**src/hdl/srtc_pkg.sv**
```systemverilog
// Shared types and constants of the serial real-time clock.
package srtc_pkg;

  // Parameter RAM size and address width
  localparam int unsigned PramBytes = 256;
  localparam int unsigned PramAw    = $clog2(PramBytes);

  // Command byte decoding
  localparam logic [7:0] ExtMask    = 8'h78;
  localparam logic [7:0] ExtMatch   = 8'h38;
  localparam logic [4:0] TPramLow   = 5'd8;   // first legacy PRAM target
  localparam logic [4:0] TTest      = 5'd12;  // test register
  localparam logic [4:0] TWrProt    = 5'd13;  // write-protect register
  localparam logic [4:0] TPramHigh  = 5'd16;  // first upper PRAM target
  localparam logic [3:0] PramHiBase = 4'h1;   // upper targets land at 0x10
  localparam logic [5:0] PramLoBase = 6'h02;  // legacy targets land at 0x08

  // Input kind codes
  localparam logic [1:0] KindEdge   = 2'd0;
  localparam logic [1:0] KindSelect = 2'd1;
  localparam logic [1:0] KindTick   = 2'd2;

  // Classified operation handed from front to back
  typedef enum logic [1:0] {
    OP_NONE,
    OP_EDGE,
    OP_DESELECT,
    OP_TICK
  } srtc_op_e;

  // Transfer phase of the serial protocol
  typedef enum logic [1:0] {
    PH_CMD,
    PH_DATA,
    PH_EXT_ADDR,
    PH_EXT_DATA
  } srtc_phase_e;

  // One queued request
  typedef struct packed {
    srtc_op_e    op;
    logic        data_in;
    logic [31:0] seconds_delta;
  } srtc_item_t;

  // One result
  typedef struct packed {
    logic [31:0] seconds_count;
    logic        write_protected;
    logic        data_bit;
    logic        drives_line;
  } srtc_result_t;

endpackage

```
**src/hdl/serial_rtc_with_param_ram.sv**
```systemverilog
// Serial real-time clock: an accepted request passes through the request queue and
// then the result register before its result appears.
// Throughput: one request per cycle while no side stalls; the result register
// and the request queue let both stream sides stall independently.
// A parameter RAM read lands in a registered read port in the cycle after the
// command byte; the next serial edge takes its bit from there.
// Reset: asynchronous, active low; parameter RAM reads zero until written.
module serial_rtc_with_param_ram
  import srtc_pkg::*;
#(
  parameter int unsigned FifoDepth = 2
) (
  input  logic        clk_i,
  input  logic        rst_ni,
  input  logic        s_axis_tvalid_i,
  output logic        s_axis_tready_o,
  input  logic [39:0] s_axis_tdata_i,  // chip_disabled, data_in, seconds_delta[31:0]
  input  logic [1:0]  s_axis_tuser_i,  // kind
  output logic        m_axis_tvalid_o,
  input  logic        m_axis_tready_i,
  output logic [39:0] m_axis_tdata_o   // drives_line, data_bit, write_protected,
                                       // seconds_count[31:0]
);

  srtc_item_t   front_item, queue_item;
  srtc_result_t res;
  logic         q_full, q_empty, q_pop;

  assign s_axis_tready_o = !q_full;

  srtc_front u_front (
    .kind_i          (s_axis_tuser_i),
    .chip_disabled_i (s_axis_tdata_i[0]),
    .data_in_i       (s_axis_tdata_i[1]),
    .seconds_delta_i (s_axis_tdata_i[33:2]),
    .item_o          (front_item)
  );

  srtc_fifo #(
    .Depth (FifoDepth)
  ) u_fifo (
    .clk_i       (clk_i),
    .rst_ni      (rst_ni),
    .push_i      (s_axis_tvalid_i),
    .push_item_i (front_item),
    .full_o      (q_full),
    .pop_i       (q_pop),
    .pop_item_o  (queue_item),
    .empty_o     (q_empty)
  );

  srtc_core u_core (
    .clk_i        (clk_i),
    .rst_ni       (rst_ni),
    .item_valid_i (!q_empty),
    .item_i       (queue_item),
    .item_pop_o   (q_pop),
    .res_valid_o  (m_axis_tvalid_o),
    .res_o        (res),
    .res_ready_i  (m_axis_tready_i)
  );

  // Pack the result, first field lowest
  assign m_axis_tdata_o = {5'b00000, res.seconds_count, res.write_protected,
                           res.data_bit, res.drives_line};

endmodule

```
**src/hdl/srtc_front.sv**
```systemverilog
// Front end: accepts requests and classifies them into operations.
module srtc_front
  import srtc_pkg::*;
(
  input  logic [1:0]  kind_i,
  input  logic        chip_disabled_i,
  input  logic        data_in_i,
  input  logic [31:0] seconds_delta_i,
  output srtc_item_t  item_o
);

  // Drop edges while deselected and enable events; keep ticks
  always_comb begin
    item_o.data_in       = data_in_i;
    item_o.seconds_delta = seconds_delta_i;
    unique case (kind_i)
      KindEdge:   item_o.op = chip_disabled_i ? OP_NONE : OP_EDGE;
      KindSelect: item_o.op = chip_disabled_i ? OP_DESELECT : OP_NONE;
      KindTick:   item_o.op = OP_TICK;
      default:    item_o.op = OP_NONE;
    endcase
  end

endmodule

```
**src/hdl/srtc_fifo.sv**
```systemverilog
// Short queue between the classifying front end and the back end.
module srtc_fifo
  import srtc_pkg::*;
#(
  parameter int unsigned Depth = 2
) (
  input  logic       clk_i,
  input  logic       rst_ni,
  input  logic       push_i,
  input  srtc_item_t push_item_i,
  output logic       full_o,
  input  logic       pop_i,
  output srtc_item_t pop_item_o,
  output logic       empty_o
);

  localparam int unsigned PtrW = (Depth > 1) ? $clog2(Depth) : 1;
  localparam int unsigned CntW = $clog2(Depth + 1);
  localparam logic [PtrW-1:0] PtrLast = PtrW'(Depth - 1);
  localparam logic [CntW-1:0] CntFull = CntW'(Depth);

  srtc_item_t            store_q [Depth];
  logic [PtrW-1:0]       wr_ptr_q, wr_ptr_d;
  logic [PtrW-1:0]       rd_ptr_q, rd_ptr_d;
  logic [CntW-1:0]       count_q, count_d;
  logic                  do_push, do_pop;

  assign full_o     = (count_q == CntFull);
  assign empty_o    = (count_q == '0);
  assign do_push    = push_i && !full_o;
  assign do_pop     = pop_i && !empty_o;
  assign pop_item_o = store_q[rd_ptr_q];

  // Advance pointers and count
  always_comb begin
    wr_ptr_d = wr_ptr_q;
    rd_ptr_d = rd_ptr_q;
    count_d  = count_q;
    if (do_push) begin
      wr_ptr_d = (wr_ptr_q == PtrLast) ? '0 : wr_ptr_q + 1'b1;
    end
    if (do_pop) begin
      rd_ptr_d = (rd_ptr_q == PtrLast) ? '0 : rd_ptr_q + 1'b1;
    end
    if (do_push && !do_pop) begin
      count_d = count_q + 1'b1;
    end else if (do_pop && !do_push) begin
      count_d = count_q - 1'b1;
    end
  end

  always_ff @(posedge clk_i or negedge rst_ni) begin
    if (!rst_ni) begin
      wr_ptr_q <= '0;
      rd_ptr_q <= '0;
      count_q  <= '0;
    end else begin
      wr_ptr_q <= wr_ptr_d;
      rd_ptr_q <= rd_ptr_d;
      count_q  <= count_d;
    end
  end

  // Store entries
  always_ff @(posedge clk_i) begin
    if (do_push) begin
      store_q[wr_ptr_q] <= push_item_i;
    end
  end

  assert property (@(posedge clk_i) disable iff (!rst_ni) count_q <= CntFull)
    else $error("queue count beyond depth");
  assert property (@(posedge clk_i) disable iff (!rst_ni)
      (empty_o && !push_i) |=> empty_o)
    else $error("queue filled without a push");
  assert property (@(posedge clk_i) disable iff (!rst_ni)
      (do_push && !do_pop) |=> !empty_o)
    else $error("queue empty after a push");

endmodule

```
**src/hdl/srtc_core.sv**
```systemverilog
// Back end: serial protocol, seconds counter, parameter RAM and result register.
module srtc_core
  import srtc_pkg::*;
(
  input  logic         clk_i,
  input  logic         rst_ni,
  input  logic         item_valid_i,
  input  srtc_item_t   item_i,
  output logic         item_pop_o,
  output logic         res_valid_o,
  output srtc_result_t res_o,
  input  logic         res_ready_i
);

  // Protocol state
  logic [7:0]     shift_q, shift_d;
  logic [2:0]     bc_q, bc_d;
  srtc_phase_e    phase_q, phase_d;
  logic [7:0]     cmd_q, cmd_d;
  logic [7:0]     ext_q, ext_d;
  logic           prot_q, prot_d;
  logic           drv_next_q, drv_next_d;
  logic [31:0]    sec_q, sec_d;
  logic           pend_q, pend_d;   // shift register value waits in RAM read data

  // Parameter RAM
  logic [7:0]        pram [PramBytes];
  logic [PramBytes-1:0] pvalid_q;
  logic [7:0]        rdata_q;
  logic              rvalid_q;
  logic              mem_re, mem_we;
  logic [PramAw-1:0] mem_ra, mem_wa;
  logic [7:0]        mem_wd;

  // Result register
  logic         out_valid_q;
  srtc_result_t out_q, res_d;

  logic         fire;
  logic [7:0]   sh, ns;
  logic [4:0]   t;
  logic         drives, dbit;

  assign item_pop_o  = item_valid_i && (!out_valid_q || res_ready_i);
  assign fire        = item_pop_o;
  assign res_valid_o = out_valid_q;
  assign res_o       = out_q;

  // Current shift value, taking a pending RAM read into account
  assign sh = pend_q ? (rvalid_q ? rdata_q : 8'h00) : shift_q;
  assign ns = {sh[6:0], item_i.data_in};

  // Execute one operation
  always_comb begin
    shift_d    = sh;
    bc_d       = bc_q;
    phase_d    = phase_q;
    cmd_d      = cmd_q;
    ext_d      = ext_q;
    prot_d     = prot_q;
    drv_next_d = drv_next_q;
    sec_d      = sec_q;
    pend_d     = 1'b0;
    mem_re     = 1'b0;
    mem_ra     = '0;
    mem_we     = 1'b0;
    mem_wa     = '0;
    mem_wd     = ns;
    drives     = 1'b0;
    dbit       = 1'b0;
    t          = 5'd0;
    unique case (item_i.op)
      OP_EDGE: begin
        bc_d = bc_q - 1'b1;
        if (drv_next_q) begin
          // Shift out, most significant bit first
          drives = 1'b1;
          dbit   = sh[bc_d];
          if (bc_d == 3'd0) begin
            drv_next_d = 1'b0;
          end
        end else begin
          shift_d = ns;
          if (bc_d == 3'd0) begin
            unique case (phase_q)
              PH_CMD: begin
                t = ns[6:2];
                if ((ns & ExtMask) == ExtMatch) begin
                  cmd_d   = ns;
                  phase_d = PH_EXT_ADDR;
                end else if (ns[7]) begin
                  drv_next_d = 1'b1;
                  if (t < TPramLow) begin
                    shift_d = sec_q[{t[1:0], 3'b000} +: 8];
                  end else if (t < TTest) begin
                    mem_re = 1'b1;
                    mem_ra = {PramLoBase, t[1:0]};
                    pend_d = 1'b1;
                  end else if (t < TPramHigh) begin
                    shift_d = 8'h00;
                  end else begin
                    mem_re = 1'b1;
                    mem_ra = {PramHiBase, t[3:0]};
                    pend_d = 1'b1;
                  end
                end else begin
                  cmd_d   = ns;
                  phase_d = PH_DATA;
                end
              end
              PH_DATA: begin
                t       = cmd_q[6:2];
                phase_d = PH_CMD;
                if (t < TPramLow) begin
                  if (!prot_q) begin
                    sec_d[{t[1:0], 3'b000} +: 8] = ns;
                  end
                end else if (t < TTest) begin
                  mem_we = !prot_q;
                  mem_wa = {PramLoBase, t[1:0]};
                end else if (t < TPramHigh) begin
                  if (t == TWrProt) begin
                    prot_d = ns[7];
                  end
                end else begin
                  mem_we = !prot_q;
                  mem_wa = {PramHiBase, t[3:0]};
                end
              end
              PH_EXT_ADDR: begin
                ext_d = {cmd_q[2:0], ns[6:2]};
                if (cmd_q[7]) begin
                  mem_re     = 1'b1;
                  mem_ra     = {cmd_q[2:0], ns[6:2]};
                  pend_d     = 1'b1;
                  drv_next_d = 1'b1;
                  phase_d    = PH_CMD;
                end else begin
                  phase_d = PH_EXT_DATA;
                end
              end
              default: begin
                mem_we  = !prot_q;
                mem_wa  = ext_q;
                phase_d = PH_CMD;
              end
            endcase
          end
        end
      end
      OP_DESELECT: begin
        // Abort any transfer
        phase_d    = PH_CMD;
        drv_next_d = 1'b0;
        shift_d    = 8'h00;
        bc_d       = 3'd0;
      end
      OP_TICK: begin
        sec_d = sec_q + item_i.seconds_delta;
      end
      default: begin
        pend_d = pend_q;
      end
    endcase
    res_d.drives_line     = drives;
    res_d.data_bit        = dbit;
    res_d.write_protected = prot_d;
    res_d.seconds_count   = sec_d;
  end

  always_ff @(posedge clk_i or negedge rst_ni) begin
    if (!rst_ni) begin
      shift_q     <= 8'h00;
      bc_q        <= 3'd0;
      phase_q     <= PH_CMD;
      cmd_q       <= 8'h00;
      ext_q       <= 8'h00;
      prot_q      <= 1'b0;
      drv_next_q  <= 1'b0;
      sec_q       <= '0;
      pend_q      <= 1'b0;
      pvalid_q    <= '0;
      out_valid_q <= 1'b0;
    end else begin
      if (fire) begin
        shift_q    <= shift_d;
        bc_q       <= bc_d;
        phase_q    <= phase_d;
        cmd_q      <= cmd_d;
        ext_q      <= ext_d;
        prot_q     <= prot_d;
        drv_next_q <= drv_next_d;
        sec_q      <= sec_d;
        pend_q     <= pend_d;
        if (mem_we) begin
          pvalid_q[mem_wa] <= 1'b1;
        end
      end
      if (fire) begin
        out_valid_q <= 1'b1;
      end else if (res_ready_i) begin
        out_valid_q <= 1'b0;
      end
    end
  end

  // Hold the result until taken
  always_ff @(posedge clk_i) begin
    if (fire) begin
      out_q <= res_d;
    end
  end

  // Parameter RAM write and registered read
  always_ff @(posedge clk_i) begin
    if (fire && mem_we) begin
      pram[mem_wa] <= mem_wd;
    end
    if (fire && mem_re) begin
      rdata_q  <= pram[mem_ra];
      rvalid_q <= pvalid_q[mem_ra];
    end
  end

  assert property (@(posedge clk_i) disable iff (!rst_ni) pend_q |-> drv_next_q)
    else $error("pending RAM read without a read transfer");
  assert property (@(posedge clk_i) disable iff (!rst_ni)
      (phase_q != PH_CMD) |-> !drv_next_q)
    else $error("driving while a write or extended command is open");
  assert property (@(posedge clk_i) disable iff (!rst_ni)
      (fire && item_i.op == OP_DESELECT) |=>
      (phase_q == PH_CMD && !drv_next_q && bc_q == 3'd0 && !pend_q))
    else $error("deselect did not abort the transfer");

endmodule

```
**config.mk**
```make
export PLATFORM = sky130hd
export DESIGN_NAME = serial_rtc_with_param_ram
export DESIGN_NICKNAME = d
export VERILOG_FILES = /design/src/hdl/srtc_pkg.sv /design/src/hdl/serial_rtc_with_param_ram.sv /design/src/hdl/srtc_front.sv /design/src/hdl/srtc_fifo.sv /design/src/hdl/srtc_core.sv
export SDC_FILE = /design/constraint.sdc
export NUM_CORES = 2
export LEC_CHECK = 0
export BUFFER_PORTS_ARGS = -buffer_cell sky130_fd_sc_hd__buf_2
export CORE_ASPECT_RATIO = 1.75
export CORE_MARGIN = 2
export CORE_UTILIZATION = 45
export DETAILED_ROUTE_END_ITERATION = 6
export SYNTH_ARGS = -nofsm -noshare
export SYNTH_HDL_FRONTEND = slang
export SYNTH_SLANG_ARGS = --single-unit
```
**constraint.sdc**
```tcl
create_clock -name clk_i -period 17.7 [get_ports clk_i]
set_input_delay 1.77 -clock clk_i [delete_from_list [all_inputs] [get_ports clk_i]]
set_output_delay 1.77 -clock clk_i [all_outputs]
set_load 0.005 [all_outputs]
```
After elaboration in Yosys (flattened, before gate mapping)
Memory sizes are Yosys's and may differ from the RTL's. A register that Yosys moved wholly into a read port is not among the register bits.
Index checks and enable logic that the tools add are counted.
- flip-flop bits (word level): 361
- RAM bits: 2118
- word-level logic and storage cells: 187
- memories: 2
- memories (name ; words ; bits a word ; read ports ; clocked after memory_dff ; write ports ; RTL line ; RTL):
    u_core.pram ; 256 ; 8 ; 1 ; 1 ; 1 ; srtc_core.sv:27 ; logic [7:0] pram [PramBytes];
    u_fifo.store_q ; 2 ; 35 ; 1 ; 0 ; 1 ; srtc_fifo.sv:22 ; srtc_item_t store_q [Depth];
- $add $sub $neg: 7
- order comparisons: 10
- equal/unequal tests: 14
- shift operators: 3
- muxes and demuxes: 98
- bitwise gates (word level): 2
- reduce and logical (&&, ||, !) cells: 32
- operator list (cell ; count):
    $or 256x256->256 ; 1
    $mux 8 ; 25
    $mux 32 ; 5
    $pmux 32 s2 ; 1
    $pmux 8 s2 ; 3
    $mux 1 ; 41
    $add 32x32->32 ; 1
    $bwmux 32 ; 1
    $shift 8x7->32 const A ; 1
    $shiftx 32x6->8 ; 1
    $shiftx 8x7->32 ; 1
    $lt 5x4->1 const B ; 4
    $lt 8x9->1 const B ; 2
    $mux 2 ; 8
    $eq 2x2->1 const B ; 5
    $lt 5x5->1 const B ; 2
    $mux 5 ; 2
    $pmux 1 s2 ; 5
    $reduce_and 5->1 ; 2
    $bmux 1 s8 ; 1
    $demux 1 s8 ; 1
    $ge 8x1->1 const B ; 1
    $logic_and 1x1->1 ; 8
    $pmux 2 s2 ; 2
    24 further kinds ; 42

Longest topological paths before layout
- depth in word-level cells: 14
- depth in mapped cells: 22
- gate-level depth less buffers: 14

Cells and area by module
Synthesis repeated with hierarchy kept, for this count alone.
- cell total of the unflattened synthesis: 7347
- area, all modules: 101942.8 um^2
- modules (own cells, without submodules) (module ; times used ; cells an instance ; area each (um^2)):
    srtc_core ; 1 ; 7175 ; 98748.5
    srtc_fifo ; 1 ; 128 ; 2872.8
    srtc_front ; 1 ; 36 ; 272.8
    serial_rtc_with_param_ram ; 1 ; 8 ; 48.8

Worst setup path after synthesis
No wires, ideal clock.
- path type: reg-to-reg
- start: register u_core.pend_q
- end: register u_core.rdata_q[1], read port of u_core.pram (data pin)
- arrival time: 6.154 ns
- data required time: 17.427 ns
- path slack: 11.273 ns
- stages on the path, launching flop included: 15
- period minus slack after synthesis: 6.427 ns
- cell sequence: dfrtp_1 > buf_6 > buf_6 > o21a_1 > inv_1 > nand3_1 > a2111o_1 > buf_6 > buf_2 > a2111oi_0 > a41oi_1 > a31oi_1 > o221ai_1 > a211oi_1 > a221oi_2
- cells in the longest elaborated chain, start to end: 12
- RTL lines (element ; RTL line ; RTL):
    from (decl) ; srtc_core.sv:24 ; logic pend_q, pend_d;
    from (signal assigned) ; srtc_core.sv:194 ; pend_q <= pend_d;
    $mux 8 (*) ; srtc_core.sv:50 ; assign sh = pend_q ? (rvalid_q ? rdata_q : 8'h00) : shift_q;
    via u_core.sh[3] ; srtc_core.sv:40 ; logic [7:0] sh, ns;
    $lt 5x5->1 ; srtc_core.sv:99 ; end else if (t < TPramHigh) begin
    $mux 1 ; srtc_core.sv:99 ;
    $mux 1 ; srtc_core.sv:95 ; end else if (t < TTest) begin
    $mux 1 ; srtc_core.sv:93 ; if (t < TPramLow) begin
    $mux 1 ; srtc_core.sv:91 ; end else if (ns[7]) begin
    $mux 1 ; srtc_core.sv:88 ; if ((ns & ExtMask) == ExtMatch) begin
    $pmux 1 s2 ; srtc_core.sv:85 ; unique case (phase_q)
    $mux 1 ; srtc_core.sv:84 ; if (bc_d == 3'd0) begin
    $mux 1 ; srtc_core.sv:75 ; if (drv_next_q) begin
    $mux 1 ; srtc_core.sv:72 ; unique case (item_i.op)
    $logic_and 1x1->1 ; srtc_core.sv:219 ; if (fire && mem_re) begin
    to (decl) ; srtc_core.sv:29 ; logic [7:0] rdata_q;
Mark *: on every way through the listed nets, which the timed path passes. The rest lies on a longest branch.
A chain may end at the register's enable or synchronous reset.

Final worst setup path
- start: register u_fifo.rd_ptr_q
- end: register u_core.rdata_q[0], read port of u_core.pram (data pin)
- cells in the longest elaborated chain, start to end: 4
- RTL lines (element ; RTL line ; RTL):
    from (decl) ; srtc_fifo.sv:24 ; logic [PtrW-1:0] rd_ptr_q, rd_ptr_d;
    from (signal assigned) ; srtc_fifo.sv:59 ; rd_ptr_q <= rd_ptr_d;
    $mem_v2 2x35 (*) ; - ;
    $eq 2x1->1 (*) ; srtc_core.sv:72 ;
    $mux 1 ; srtc_core.sv:72 ;
    $logic_and 1x1->1 ; srtc_core.sv:219 ;
Every way passes the cells marked *; elsewhere a longest branch is shown, timed or not.

==> key figures <==
Routing
  – Drt first pass iters: 6
  – WL/cell: 30.9 µm
  – Vias post-DR: 67263
  – Residual DRC: 0
  – ANT nets after route: 0
  – Drt via density: 6.16
  – DRT iter0 DRCs: 8619
  – Routed wire length: 337000 µm

Yosys
  – Synthesized area: 102000 µm²
  – Yosys top cell by area: edfxtp_1
  – Synth Instances: 7726
  – Main synth FF type: edfxtp_1
  – Synth Warn #: 0
  – Register area share after synthesis: 71.4%
  – Area share of the largest cell type after synthesis: 63.4%
  – FFs w/ async S/R, synth: 13.1%
  – Syn avg cell area: 13.2 µm²
  – Synthesized flop and latch total: 2487
  – Area contributors post-synth: edfxtp_1 63%, dfrtp_1 7.9%, nand2_1 6.2%, mux2i_1 1.9%, nand3_1 1.8%
  – Post-synth EDFFs: 2162
  – Synth unique cells: 98

CTS
  – # hold bufs at CTS: 0
  – Root buffer cell: clkbuf_16
  – Worst-path clk slew: 0.07 ns
  – CTS tree: done
  – H-tree depth: 4
  – Post-CTS setup buffers: 0
  – Post_cts resized: 0
  – Clk_lat worst skew: 0.90 ns
  – Clock sinks: 2487
  – CTS max path bufs: 4
  – CTS buffer count: 217

Cells and area
  – Area growth, synth to finish: 10.3%
  – FILL cells: 19291
  – Register area: 73100 µm²
  – Multi-input gate area: 27000 µm²
  – Share of cells above drive strength 1: 12.8%
  – Nets: 7786

Power and ir drop
  – PwrDens: 127 nW/µm²
  – Lkg Pwr: 41.0 nW
  – Max VDD drop: 0.130 mV

Placement
  – Hpwl dp: 203000 µm
  – Port buffer count: 76
  – GP Congestion: 0.943

Worst setup path
  – Slowest cell on crit path: o21ai_0
  – WS Path Type: reg -> reg
  – Worst EP arrival: 8.37 ns
  – Critical Path RT: 18.43 ns
  – CP startpoint kind: flop
  – Endpoint type of the worst setup path: flop
  – Worst path most repeated cell: buf_4
  – Critical path peak fanout: 49
  – Crit-path cells: mux2i_1 > inv_1 > ha_1 > buf_4 > and4bb_2 > and2_1 > nand2_1 > a21o_4 > buf_4 > buf_4 > buf_4 > buf_4 > a211oi_1 > a311oi_1 > a31oi_1 > a32oi_1 > a31oi_1 > o21ai_0 > and4_1
  – CP peak stage delay: 0.80 ns

Hold path
  – Hold WC Path Type: reg -> reg

STA
  – Slew headroom: 9.40%
  – Min Clock Period, post-route: 7.64 ns
  – Slew of the pin with the lowest slew margin: 1.35 ns
  – Max frequency: 131 MHz
  – Setup TNS: 0 ns
  – # setup viols final: 0
  – Final hold slack: 0.457 ns
  – Final clock skew: 0.0472 ns
  – Unrepaired setup endpoints after global routing: false
  – Hold violation count in the final report: 0
  – Final Max Tran Viols: 0
  – Tcrit/Tclk final: 43.2%

Floorplan
  – Width of the die: 364 µm
  – Initial core utilization: 45.2%
  – Ports: 88
  – Core Region: 226000 µm²
  – Die area: 231000 µm²
  – Die Y: 635 µm
  – Row cnt: 231

Global routing
  – First-pass GRT wire length: 477000 µm
  – Total GRT Usage: 28.7%
  – Total grt overflow: 0
  – Vias in the first global route: 65864
  – Initial antenna violation count: 18
  – Pin count of the biggest net entering global routing: 174

Outcome
  – Outcome: finished, final reports clean

Run
  – # Max-Cap Violations: 0
==> routing by layer <==
metal / GRT usage, % / routed length (µm) / vias to the layer above
li1: - / - / 28582
met1: 34.0 / 117000 / 34071
met2: 47.6 / 164000 / 3649
met3: 4.56 / 27700 / 953
met4: 20.3 / 28000 / 8
met5: 0 / 55 / -
==> kinds of logic (layout without fill, tap and decap cells) <==
| group | after synthesis | in the layout | synth area share (%) |
|---|---|---|---|
| AO/OA/AOI/OAI | 1227 | 1227 | 8.03 |
| other | 1 | 13 | 0.00366 |
| buffers and inverters | 528 | 675 | 2.47 |
| multiplexers | 325 | 325 | 3.99 |
| XOR/XNOR | 30 | 30 | 0.257 |
| flip-flops | 2487 | 2487 | 71.4 |
| adder cells (fa/ha/maj) | 44 | 44 | 0.545 |
| AND/OR/NAND/NOR | 3084 | 3084 | 13.3 |
==> Yosys cell counts (all sizes together), types with 11 or more instances <==
library cell,n
edfxtp,2162
nand2,1693
nor2,392
nand3,376
dfrtp,325
a21oi,311
buf,306
or2,260
mux2i,198
clkbuf,187
o21ai,175
and3,154
a31oi,145
a211oi,134
a311oi,95
mux2,67
nor3,61
o22ai,61
mux4,60
nor4,54
ha,43
a22oi,36
a32oi,35
inv,34
a21o,29
o221ai,29
a221oi,27
nand4,20
xnor2,18
o211ai,16
and2,15
o31ai,15
a221o,14
nand2b,14
a2111oi,13
xor2,12
or3,11
==> power breakdown <==
part	internal, W	switching, W
Clock	0.00263	0.00217
Combinational	0.000545	0.00169
Sequential	0.00719	0.000118
==> worst paths after layout <==
kind,depth (start not counted),startpoint,slack [ns],end
max,19,u_fifo.rd_ptr_q,10.06,u_core.rdata_q[0]
min,1,u_core.pvalid_q[235],0.46,u_core.pvalid_q[235]
max reg2reg,19,u_fifo.rd_ptr_q,10.06,u_core.rdata_q[0]
max in group asynchronous,3,rst_ni,14.61,u_fifo.rd_ptr_q
min reg2reg,1,u_core.pvalid_q[235],0.46,u_core.pvalid_q[235]
min in group asynchronous,1,rst_ni,0.82,u_core.pvalid_q[27]
==> critical path: cells and delay by family (launching register included) <==
kind / cells / cell delay (ns)
mux: 1 / 0.55
buf+inv: 6 / 2.68
compound gates: 7 / 2.31
flops: 1 / 0.51
fa+ha+maj: 1 / 0.20
simple gates: 4 / 1.10
==> state kept, by name, indices dropped and copies added (netlist names), 2 cells and up <==
| name | flops |
|---|---|
| u_core.pram | 2048 |
| u_core.bc_q | 3 |
| u_core.sec_q | 32 |
| u_fifo.store_q | 70 |
| u_core.res_o | 35 |
| u_core.rdata_q | 8 |
| u_core.phase_q | 2 |
| u_core.ext_q | 8 |
| u_core.pvalid_q | 256 |
| u_core.shift_q | 8 |
| u_core.cmd_q | 8 |
| u_fifo.count_q | 2 |
==> per-stage QoR <==
stage / util [%] / setup slack [ns] / std cells / area (µm²) / power, W
after floorplan: - / 11.27 / 7730 / 102000 / 0.00875
after global placement: 46.8 / 10.34 / 10506 / 106000 / 0.00956
after detailed placement: 46.8 / 10.27 / 10506 / 106000 / 0.00964
after CTS: 49.9 / 10.25 / 10906 / 113000 / 0.0144
after global routing: 49.9 / 9.94 / 10909 / 113000 / 0.0147
final: 49.9 / 10.06 / 10914 / 113000 / 0.0143
==> placed cells by master, fill, tap and decap left out, drive strengths merged, types with 36 or more instances in the layout <==
cell / netlist / layout
inv: 34 / 42
edfxtp: 2162 / 2162
a31oi: 145 / 145
nor2: 392 / 392
clkinv: 1 / 76
o21ai: 175 / 175
nand2: 1693 / 1693
or2: 260 / 260
o22ai: 61 / 61
mux4: 60 / 60
and3: 154 / 154
mux2: 67 / 67
dfrtp: 325 / 325
nor4: 54 / 54
nand3: 376 / 376
a21oi: 311 / 311
nor3: 61 / 61
a311oi: 95 / 95
buf: 306 / 240
ha: 43 / 43
a22oi: 36 / 36
a211oi: 134 / 134
mux2i: 198 / 198
clkbuf: 187 / 289
==> cell type report <==
type / instances / share of cell area, %
repair buffers: 240 / 1.64
inverters: 35 / 0.170
multi-input cells: 4715 / 23.9
well taps: 3029 / 3.36
flip-flops and latches: 2487 / 64.7
clock buffers: 289 / 5.21
diodes: 8 / 0.0177
clock inverters: 111 / 0.965
Note: power is estimated with default switching activity, not from simulation.
